### config.mk
export PLATFORM = sky130hd
export DESIGN_NAME = byte_ring_fifo_unit
export DESIGN_NICKNAME = d
export VERILOG_FILES = /design/src/rtl/brf_pkg.sv /design/src/rtl/byte_ring_fifo_unit.sv /design/src/rtl/brf_store.sv /design/src/rtl/brf_step.sv
export SDC_FILE = /design/constraint.sdc
export NUM_CORES = 2
export LEC_CHECK = 0
export ABC_AREA = 1
export BUFFER_PORTS_ARGS = -buffer_cell sky130_fd_sc_hd__buf_2
export CORE_MARGIN = 2
export CORE_UTILIZATION = 65
export CTS_BUF_LIST = sky130_fd_sc_hd__clkbuf_2 sky130_fd_sc_hd__clkbuf_4 sky130_fd_sc_hd__clkbuf_8
export DETAILED_ROUTE_END_ITERATION = 7
export PLACE_DENSITY_LB_ADDON = 0.15
export SLEW_MARGIN = 20
export SYNTH_ARGS = -nofsm -noshare
export SYNTH_HDL_FRONTEND = slang
export SYNTH_SLANG_ARGS = --single-unit
### constraint.sdc
create_clock -name clk -period 20 [get_ports clk]
set_clock_uncertainty 0.2 [all_clocks]
set_input_delay 2 -clock clk [delete_from_list [all_inputs] [get_ports clk]]
set_output_delay 2 -clock clk [all_outputs]
set_load 0.03 [all_outputs]
### src/rtl/brf_pkg.sv
// shared types and command codes for the byte ring fifo
`default_nettype none

package brf_pkg;

  // command codes
  localparam logic [1:0] CMD_WRITE = 2'd0;
  localparam logic [1:0] CMD_READ  = 2'd1;
  localparam logic [1:0] CMD_CLEAR = 2'd2;

  // reset value of the size register
  localparam logic [8:0] SIZE_RESET = 9'd256;

  // store access strobes for one transaction
  typedef struct packed {
    logic wr_en;
    logic rd_en;
  } brf_mem_ctl_t;

  // result fields other than the read byte
  typedef struct packed {
    logic       done;
    logic [7:0] fill;
    logic [7:0] free;
    logic       empty;
    logic [7:0] block_count;
  } brf_result_t;

endpackage

`default_nettype wire

### src/rtl/byte_ring_fifo_unit.sv
// Byte ring fifo top level: command input, result output, size register.
//
// Input channel (in_valid/in_stall) carries one command per transaction:
// write data_in, read the oldest byte, or clear both indices. Every command
// gives exactly one result on the output channel (out_valid/out_stall) with
// the read byte, a done flag, fill and free counts, an empty flag and the
// running byte count of the current block.
// The result is registered: a command accepted at one edge shows its result
// from the next cycle. One command per cycle is sustained; the single
// result register sets this, and the input stalls only while that register
// holds a result that the receiver is stalling.
// The store keeps STORE_DEPTH bytes; size_in_use (cfg_wr_en/cfg_wr_data)
// selects how many slots are used, one slot always staying empty.
// Reset (rst, synchronous) empties the fifo, zeroes the block count, sets
// the size to 256 and drops any pending result; store contents are kept.
`default_nettype none

module byte_ring_fifo_unit #(
  parameter int STORE_DEPTH = 256
) (
  input  logic       clk,
  input  logic       rst,
  input  logic       in_valid,
  output logic       in_stall,
  input  logic [1:0] cmd,
  input  logic [7:0] data_in,
  input  logic       last_of_block,
  output logic       out_valid,
  input  logic       out_stall,
  output logic [7:0] data_out,
  output logic       done_res,
  output logic [7:0] fill_count,
  output logic [7:0] free_count,
  output logic       is_empty,
  output logic [7:0] block_done_count,
  input  logic       cfg_wr_en,
  input  logic [8:0] cfg_wr_data
);
  import brf_pkg::*;

  localparam int IW = $clog2(STORE_DEPTH);

  logic [IW-1:0] read_index;
  logic [IW-1:0] write_index;
  logic [7:0]    block_tally;
  logic [8:0]    size_in_use;
  logic [IW-1:0] read_index_next;
  logic [IW-1:0] write_index_next;
  logic [7:0]    block_tally_next;
  logic [IW-1:0] rd_addr;
  logic [IW-1:0] wr_addr;
  brf_mem_ctl_t  mem_ctl;
  brf_result_t   result_next;
  brf_result_t   result;
  logic          rd_flag;
  logic [7:0]    rd_data;
  logic          in_acc;

  // accept whenever the result register is free or drains this cycle
  assign in_stall = out_valid && out_stall;
  assign in_acc   = in_valid && !in_stall;

  brf_step #(
    .DEPTH (STORE_DEPTH)
  ) u_step (
    .size_in_use      (size_in_use),
    .read_index       (read_index),
    .write_index      (write_index),
    .block_tally      (block_tally),
    .cmd              (cmd),
    .last_of_block    (last_of_block),
    .read_index_next  (read_index_next),
    .write_index_next (write_index_next),
    .block_tally_next (block_tally_next),
    .rd_addr          (rd_addr),
    .wr_addr          (wr_addr),
    .mem_ctl          (mem_ctl),
    .result           (result_next)
  );

  brf_store #(
    .DEPTH (STORE_DEPTH)
  ) u_store (
    .clk     (clk),
    .wr_en   (in_acc && mem_ctl.wr_en),
    .wr_addr (wr_addr),
    .wr_data (data_in),
    .rd_en   (in_acc && mem_ctl.rd_en),
    .rd_addr (rd_addr),
    .rd_data (rd_data)
  );

  // size register
  always_ff @(posedge clk) begin
    if (rst) begin
      size_in_use <= SIZE_RESET;
    end else if (cfg_wr_en) begin
      size_in_use <= cfg_wr_data;
    end
  end

  // fifo state
  always_ff @(posedge clk) begin
    if (rst) begin
      read_index  <= '0;
      write_index <= '0;
      block_tally <= '0;
    end else if (in_acc) begin
      read_index  <= read_index_next;
      write_index <= write_index_next;
      block_tally <= block_tally_next;
    end
  end

  // result valid
  always_ff @(posedge clk) begin
    if (rst) begin
      out_valid <= 1'b0;
    end else if (in_acc) begin
      out_valid <= 1'b1;
    end else if (!out_stall) begin
      out_valid <= 1'b0;
    end
  end

  // result payload
  always_ff @(posedge clk) begin
    if (in_acc) begin
      result  <= result_next;
      rd_flag <= mem_ctl.rd_en;
    end
  end

  assign data_out         = rd_flag ? rd_data : 8'd0;
  assign done_res         = result.done;
  assign fill_count       = result.fill;
  assign free_count       = result.free;
  assign is_empty         = result.empty;
  assign block_done_count = result.block_count;

endmodule

`default_nettype wire

### src/rtl/brf_store.sv
// byte store: one write port, one read port with registered read data
`default_nettype none

module brf_store #(
  parameter int DEPTH = 256,
  localparam int AW = $clog2(DEPTH)
) (
  input  logic          clk,
  input  logic          wr_en,
  input  logic [AW-1:0] wr_addr,
  input  logic [7:0]    wr_data,
  input  logic          rd_en,
  input  logic [AW-1:0] rd_addr,
  output logic [7:0]    rd_data
);

  logic [7:0] mem [DEPTH];

  // write port
  always_ff @(posedge clk) begin
    if (wr_en) begin
      mem[wr_addr] <= wr_data;
    end
  end

  // read port, data held until the next read
  always_ff @(posedge clk) begin
    if (rd_en) begin
      rd_data <= mem[rd_addr];
    end
  end

endmodule

`default_nettype wire

### src/rtl/brf_step.sv
// next index, tally and result fields for one command
`default_nettype none

module brf_step #(
  parameter int DEPTH = 256,
  localparam int IW = $clog2(DEPTH)
) (
  input  logic [8:0]           size_in_use,
  input  logic [IW-1:0]        read_index,
  input  logic [IW-1:0]        write_index,
  input  logic [7:0]           block_tally,
  input  logic [1:0]           cmd,
  input  logic                 last_of_block,
  output logic [IW-1:0]        read_index_next,
  output logic [IW-1:0]        write_index_next,
  output logic [7:0]           block_tally_next,
  output logic [IW-1:0]        rd_addr,
  output logic [IW-1:0]        wr_addr,
  output brf_pkg::brf_mem_ctl_t mem_ctl,
  output brf_pkg::brf_result_t  result
);
  import brf_pkg::*;

  localparam int CW = (IW + 1 > 9) ? IW + 1 : 9;

  logic [CW-1:0] sz;
  logic [CW-1:0] eff;
  logic [IW-1:0] rix;
  logic [IW-1:0] wix;
  logic [CW-1:0] fill_pre;
  logic [CW-1:0] free_pre;
  logic [CW-1:0] fill_post;
  logic [CW-1:0] free_post;
  logic [CW-1:0] rix_inc;
  logic [CW-1:0] wix_inc;
  logic [IW-1:0] rix_wrap;
  logic [IW-1:0] wix_wrap;
  logic          done;
  logic [7:0]    tally_inc;

  function automatic logic [CW-1:0] fill_of(input logic [IW-1:0] r, input logic [IW-1:0] w,
                                            input logic [CW-1:0] s);
    if (w >= r) begin
      return CW'(w) - CW'(r);
    end
    return s - (CW'(r) - CW'(w));
  endfunction

  function automatic logic [7:0] sat8(input logic [CW-1:0] v);
    return (v > CW'(255)) ? 8'hFF : v[7:0];
  endfunction

  // effective size, clamped to at least 2 and at most the store depth
  always_comb begin
    sz = CW'(size_in_use);
    if (sz < CW'(2)) begin
      eff = CW'(2);
    end else if (sz > CW'(DEPTH)) begin
      eff = CW'(DEPTH);
    end else begin
      eff = sz;
    end
  end

  // indices folded back into range, levels before the command
  always_comb begin
    rix      = (CW'(read_index) >= eff) ? '0 : read_index;
    wix      = (CW'(write_index) >= eff) ? '0 : write_index;
    fill_pre = fill_of(rix, wix, eff);
    free_pre = eff - CW'(1) - fill_pre;
    rix_inc  = CW'(rix) + CW'(1);
    wix_inc  = CW'(wix) + CW'(1);
    rix_wrap = (rix_inc >= eff) ? '0 : rix_inc[IW-1:0];
    wix_wrap = (wix_inc >= eff) ? '0 : wix_inc[IW-1:0];
  end

  // command decode
  always_comb begin
    read_index_next  = rix;
    write_index_next = wix;
    done             = 1'b0;
    mem_ctl          = '0;
    case (cmd)
      CMD_WRITE: begin
        if (free_pre != '0) begin
          write_index_next = wix_wrap;
          done             = 1'b1;
          mem_ctl.wr_en    = 1'b1;
        end
      end
      CMD_READ: begin
        if (fill_pre != '0) begin
          read_index_next = rix_wrap;
          done            = 1'b1;
          mem_ctl.rd_en   = 1'b1;
        end
      end
      CMD_CLEAR: begin
        read_index_next  = '0;
        write_index_next = '0;
      end
      default: begin
      end
    endcase
  end

  assign rd_addr = rix;
  assign wr_addr = wix;

  // block tally, restarts after the last transaction of a block
  assign tally_inc        = (done && block_tally != 8'hFF) ? block_tally + 8'd1 : block_tally;
  assign block_tally_next = last_of_block ? 8'd0 : tally_inc;

  // levels after the command
  always_comb begin
    fill_post          = fill_of(read_index_next, write_index_next, eff);
    free_post          = eff - CW'(1) - fill_post;
    result.done        = done;
    result.fill        = sat8(fill_post);
    result.free        = sat8(free_post);
    result.empty       = (read_index_next == write_index_next);
    result.block_count = tally_inc;
  end

endmodule

`default_nettype wire

After elaboration in Yosys (flattened, before gate mapping) --
Memories as Yosys holds them, arrays and structs flattened. A register that Yosys moved wholly into a read port is not among the register bits. Index checks and enable logic that the tools add are counted.
Operators by class: magnitude comparators 10, reduce and logical (&&, ||, !) cells 9, add/subtract/negate cells 12, mux-type cells 28, eq/ne operators 5
Operator list (number):
- $mux 8 | 9
- $mux 9 | 6
- $sub 8x8->9 | 4
- $sub 9x9->9 | 4
- $pmux 8 s2 | 2
- $add 8x1->9 const B | 2
- $ge 8x9->1 | 2
- $ge 9x9->1 | 2
- $gt 9x8->1 const B | 2
- $reduce_bool 9->1 | 2
- $ge 8x8->1 | 2
- $mux 1 | 10
- $gt 9x9->1 const B | 1
- $lt 9x2->1 const B | 1
- $sub 9x1->9 const B | 1
- $add 8x1->8 const B | 1
- $eq 8x8->1 | 1
- $ne 8x8->1 const B | 1
- $logic_and 1x1->1 | 5
- $eq 2x1->1 const B | 1
- $eq 2x2->1 const B | 1
- $logic_not 2->1 | 1
- $ne 2x1->1 const B | 1
- $pmux 1 s2 | 1
- $logic_not 1->1 | 1
Storage, ports and cells: bits in registers 61, bits in writable memories 2048, word-level logic and storage cells 76, memories 1
Memories:
- u_store.mem | depth 256, width 8, rd ports 1, clocked after memory_dff 1, write ports 1, line brf_store.sv:17 | logic [7:0] mem [DEPTH];

Depth between registers and ports, before layout --
depth after elaboration 17, mapped depth 68

Hierarchy --
A second synthesis with hierarchy kept.
Second synthesis, totals: cell total of the unflattened synthesis 8089, area, all modules 90788.3 um^2
Modules (own cells, without submodules):
- brf_store | cells an instance 7003, instances 1, area each 83476.3 um^2
- brf_step | cells an instance 836, instances 1, area each 5016.1 um^2
- byte_ring_fifo_unit | cells an instance 250, instances 1, area each 2296.0 um^2

Worst setup path after synthesis --
OpenSTA, ideal clock, no wires.
kind register to register, start point reg size_in_use[4], end point reg result (netlist bit free_count[7]) (data pin), period minus slack after synthesis 9.242 ns, path slack 10.758 ns, cell stages (with the launch flop) 56, library setup time 0.257 ns, arrival time 8.784 ns, buffers on the path 3, required time 19.543 ns, cells stage by stage dfxtp_1 nor2_1 nand2_1 inv_1 nand3_1 nand2_2 a21boi_0 ha_1 nand2_1 nor2_1 nand3_1 nand4_2 nor2_1 clkbuf_1 clkbuf_1 fa_1 inv_1 ha_1 (+20 left out) ha_1 fa_1 nand2_1 inv_1 o21ai_0 nand2_1 a21oi_1 o21ai_0 xnor2_1 nand2_1 o21ai_0 ha_1 nand2_1 nor2_1 a211oi_1 nand3_1 nand2_2 nand2_1
On the way: cells in the longest elaborated chain, start to end 17, elaborated cells on any way between the ends 38
RTL lines:
- start: declaration | line byte_ring_fifo_unit.sv:46 | logic [8:0] size_in_use;
- start signal: assignment | line byte_ring_fifo_unit.sv:98 | size_in_use <= cfg_wr_data;
- $gt 9x9->1 | line brf_step.sv:58 | end else if (sz > CW'(DEPTH)) begin
- $mux 9 | line brf_step.sv:58
- $mux 9 * | line brf_step.sv:56 | if (sz < CW'(2)) begin
- $ge 8x9->1 (on tied branches) | line brf_step.sv:67, brf_step.sv:68
- $mux 8 (on tied branches) | line brf_step.sv:67, brf_step.sv:68
- $sub 8x8->9 (tied with other cells) | line brf_step.sv:46 | return s - (CW'(r) - CW'(w));
- $sub 9x9->9 (tied with other cells) | line brf_step.sv:46
- $mux 9 | line brf_step.sv:46
- $sub 9x9->9 | line brf_step.sv:70 | free_pre = eff - CW'(1) - fill_pre;
- $reduce_bool 9->1 | line brf_step.sv:85 | if (free_pre != '0) begin
- $mux 8 | line brf_step.sv:85
- $pmux 8 s2 | line brf_step.sv:83 | case (cmd)
- $sub 8x8->9 (tied with other cells) | line brf_step.sv:46
- $sub 9x9->9 (tied with other cells) | line brf_step.sv:46
- $mux 9 | line brf_step.sv:46
- $sub 9x9->9 * | line brf_step.sv:117 | free_post = eff - CW'(1) - fill_post;
- $gt 9x8->1 | line brf_step.sv:50 | return (v > CW'(255)) ? 8'hFF : v[7:0];
- end signal: assignment | line byte_ring_fifo_unit.sv:129 | result <= result_next;
- end: declaration | line byte_ring_fifo_unit.sv:54 | brf_result_t result;
Mark *: on every way between the ends. The rest lies on a longest branch, timed or not. The select of a mux whose other input is x is not followed. A chain may end at the register's enable or synchronous reset.

Final worst setup path --
start point reg size_in_use[2], end point reg result (netlist bit free_count[4]) (data pin)
The elaborated chain is that of the path after synthesis.

==> summary.md <==
The count of buffers added on input and output ports is 60. The tools report the tightest slew margin relative to the limit as 0.110. Leaving out fill and tap cells, the most frequent cells in the layout are nand2_1 (2343), edfxtp_1 (2083), nand3_1 (1854). The multi-input logic area came out at 24800 um^2. The final count of pins violating max slew was 0.

The critical path is of the flip-flop to flip-flop type. On the worst path, the slowest cell contributes a delay of 0.77 ns. The most used flip-flop cell after synthesis is edfxtp_1. The chip height works out to 389 um. The source-to-sink clock delay at the later pin of the worst-skew pair was 1.06 ns; the first-pass GRT wire length was 391 mm.

The initial core utilization came out at 0.654. The logs give 20.55 ns for the data required time of the worst path and 96300 um^2 for the netlist area before placement. The final hold violation count was 0; the count of hold buffers inserted by post-cts repair was 0. The run gives 9671 as the total number of nets in the final design.

The Yosys step of the flow raised 0 warnings. Number of maximum-capacitance constraint violations: 0. Dividing the detail-routed via count by the number of cells gives 5.83.

In this run the post-CTS setup repair buffer count came out at 0. The tree built by TritonCTS fans out to 2117 sinks. Startpoint class of the critical path: a flip-flop.

With fillers left out, the area of the finished cells amounts to 104000 um^2. STA puts the critical path data arrival time at 12.59 ns. By instance count, the cell type seen most on the critical path is nand2_1. The tools report the remaining number of nets flagged by the antenna check after routing as 0. TritonCTS built the clock tree. For the remaining routing DRC violations, the log shows 0.

The routed layout has 68200 vias. The number of different library cells used by synthesis comes to 51. The row count is 141. The average detailed-routed wire length per instance is 22.3 um. The area growth from synthesis to layout is 8.09%. The layout cell share with drive strength beyond 1 is 0.0792, and the share of the synthesized area in the top cell type is 0.650. When the netlist entered floorplanning its net count stood at 9685.

Static timing analysis puts the maximum clock frequency at 0.0830 GHz. The die covers 151000 um^2. The library cell used most frequently in the layout, excluding fill and tap cells, is nand2_1. The logs give 261 mm for the total wire length after detailed routing and 4 for the maximum clock path buffer count. After floorplanning, the core was sized to cover 147000 um^2.

Across the VDD grid, the largest voltage drop is 71.7 uV. The logs give 148 mm for the half-perimeter wire length after detailed placement and 0.657 for the register area share after synthesis. The tools report the number of antenna violations at the first check in global routing as 6. The tools report the number of top-level pins as 61.

In this run the horizontal extent of the chip is 389 um. In the final timing run, aggregate negative setup slack is 0 ns. The clock buffer count from CTS came out at 352. The number of global-route vias before repair was 65400; the total grt overflow was 0. The core utilization of the finished layout came out at 0.706. After clock tree synthesis, the clock-pin slew on the worst setup and hold paths is 0.06 ns.

After synthesis, the mean cell area works out to 10.1 um^2. Fill cells in the final layout number 10700. At the pin with the least slew margin, the transition time is 1.34 ns.

The number of optimization iterations in the first detailed-route pass was 7. The run gives 5 as the deepest level of the CTS H-tree. Summed over all instances, the cell type with the most area after synthesis is edfxtp_1. The sequential cell area in the final layout was 63200 um^2.

The power after layout was 10.0 mW; the gate count after technology mapping was 9551. Routability-driven placement congestion ratio: 0.930. Yosys attributes the largest share of cell area to edfxtp_1 (65%), nand3_1 (9.6%), nand2_1 (9.1%). Among all stages on the critical path, the largest delay is contributed by inv_8. Portion of the clock cycle consumed by the worst path in the final layout: 0.602. The total global-route track usage was 0.344; the DRC violation total after the first TritonRoute iteration was 8536. The synthesized design contains 2083 enable-type register cells.

The run gives 227 as the largest net degree at the start of global routing. The worst setup path is captured at a flip-flop. Async set or reset register ratio after synthesis: 0.

The post-placement cell area was 97700 um^2. Counting flops and latches in the post-synthesis netlist gives 2117. The buffer cell driving the clock tree root was clkbuf_8. The smallest clock period supported by the final layout is computed as 12.05 ns.

The run gives 0 as the final setup violation count. The maximum fanout along the worst path works out to 119. The run gives 0 as the number of resized instances in the post-cts repair step.

Summed over all cells, the static leakage comes to 43.2 nW. The run finished with clean final reports. The power per unit of standard cell area came out at 96.2 nW/um^2. The worst hold path class is flip-flop to flip-flop. Setup repair after global routing left no endpoint under its margin.
routing by layer:
layer  GRT usage  vias up  part of all wire
li1            -    31400                 -
met1       0.483    32200              0.39
met2       0.534     3977              0.46
met3      0.0731      583              0.12
met4       0.131        2             0.036
met5           0        -          0.000046
Yosys cell counts, types with 2 or more instances:
master and instances:
o21bai_1 2, xnor2_1 16, buf_1 61, a21o_1 3, edfxtp_1 2083, buf_4 7
o21ai_0 111, o2111ai_1 59, nand3_1 1854, nand3b_1 6, nand3_4 4, nor2_2 5
clkbuf_1 257, a21boi_0 2, nand2_2 9, buf_6 3, a211oi_1 4, xor2_1 24
nor4_1 2, clkinv_1 4, buf_2 184, inv_1 1624, dfxtp_1 34, nand4_1 20
o21ai_1 10, fa_1 18, a31oi_1 2, o21a_1 4, nand3_2 2, nand4_4 4
ha_1 91, or2_2 61, nand2_1 2344, a21oi_1 72, and2_1 7, nor3_1 8
inv_2 4, o211ai_1 32, nand4_2 3, nor2_1 500
worst max-delay path: cells and delay by family, from the launching register on:
family	cells	cell delay [ns]
buffers and inverters	10	2.10
adders and majority gates	8	3.18
AOI/OAI and AO/OA	12	2.13
and+or+nand+nor	26	3.48
DFF	1	0.33
xor gates and xnor gates	1	0.14
final cells by class:
class / instances / area share
sequential: 2117 / 0.608
multi-input combinational: 5288 / 0.238
inverter: 1633 / 0.0590
clock buffer: 482 / 0.0565
tap: 1930 / 0.0232
timing repair buffer: 145 / 0.0109
clock inverter: 111 / 0.00464
antenna: 5 / 0.000120
worst paths after layout:
check                               startpoint            end  slack (ns)  cells after the start
worst max-delay path            size_in_use[2]  free_count[4]        7.95                     57
worst min-delay path                 out_valid      out_valid        0.29                      2
worst max register to register  size_in_use[2]  free_count[4]        7.95                     57
worst min register to register       out_valid      out_valid        0.29                      2
flip-flops by register name, indices dropped and copies added (netlist names):
| signal | cells |
|---|---|
| block_done_count | 8 |
| block_tally | 8 |
| done_res | 1 |
| fill_count | 8 |
| free_count | 8 |
| is_empty | 1 |
| out_valid | 1 |
| rd_flag | 1 |
| read_index | 8 |
| size_in_use | 9 |
| u_store.mem | 2048 |
| u_store.rd_data | 8 |
| write_index | 8 |
cells by family (layout without fill, tap and decap cells):
group	after synthesis	in the layout	share of synthesized area
XOR/XNOR	40	40	0.00364
other	0	5	0
AO/OA/AOI/OAI	306	306	0.0196
AND/OR/NAND/NOR	4833	4833	0.218
flip-flops	2117	2117	0.657
buffers and inverters	2146	2371	0.0867
adder cells (fa/ha/maj)	109	109	0.0156
power breakdown:
part           internal (mW)  switching [mW]  leakage [nW]
Clock                   1.88            1.66          3.38
Sequential              4.91          0.0127          19.0
Combinational          0.431            1.11          20.8
through the flow:
step | setup slack, ns | hold slack (ns) | std cells
after floorplan | 10.76 | 0.258 | 9551
after global placement | 8.14 | 0.260 | 11100
after detailed placement | 8.12 | 0.282 | 11100
after CTS | 8.06 | 0.291 | 11700
after global routing | 7.06 | 0.316 | 11700
final | 7.95 | 0.286 | 11700
Note: power is estimated with default switching activity, not from simulation.
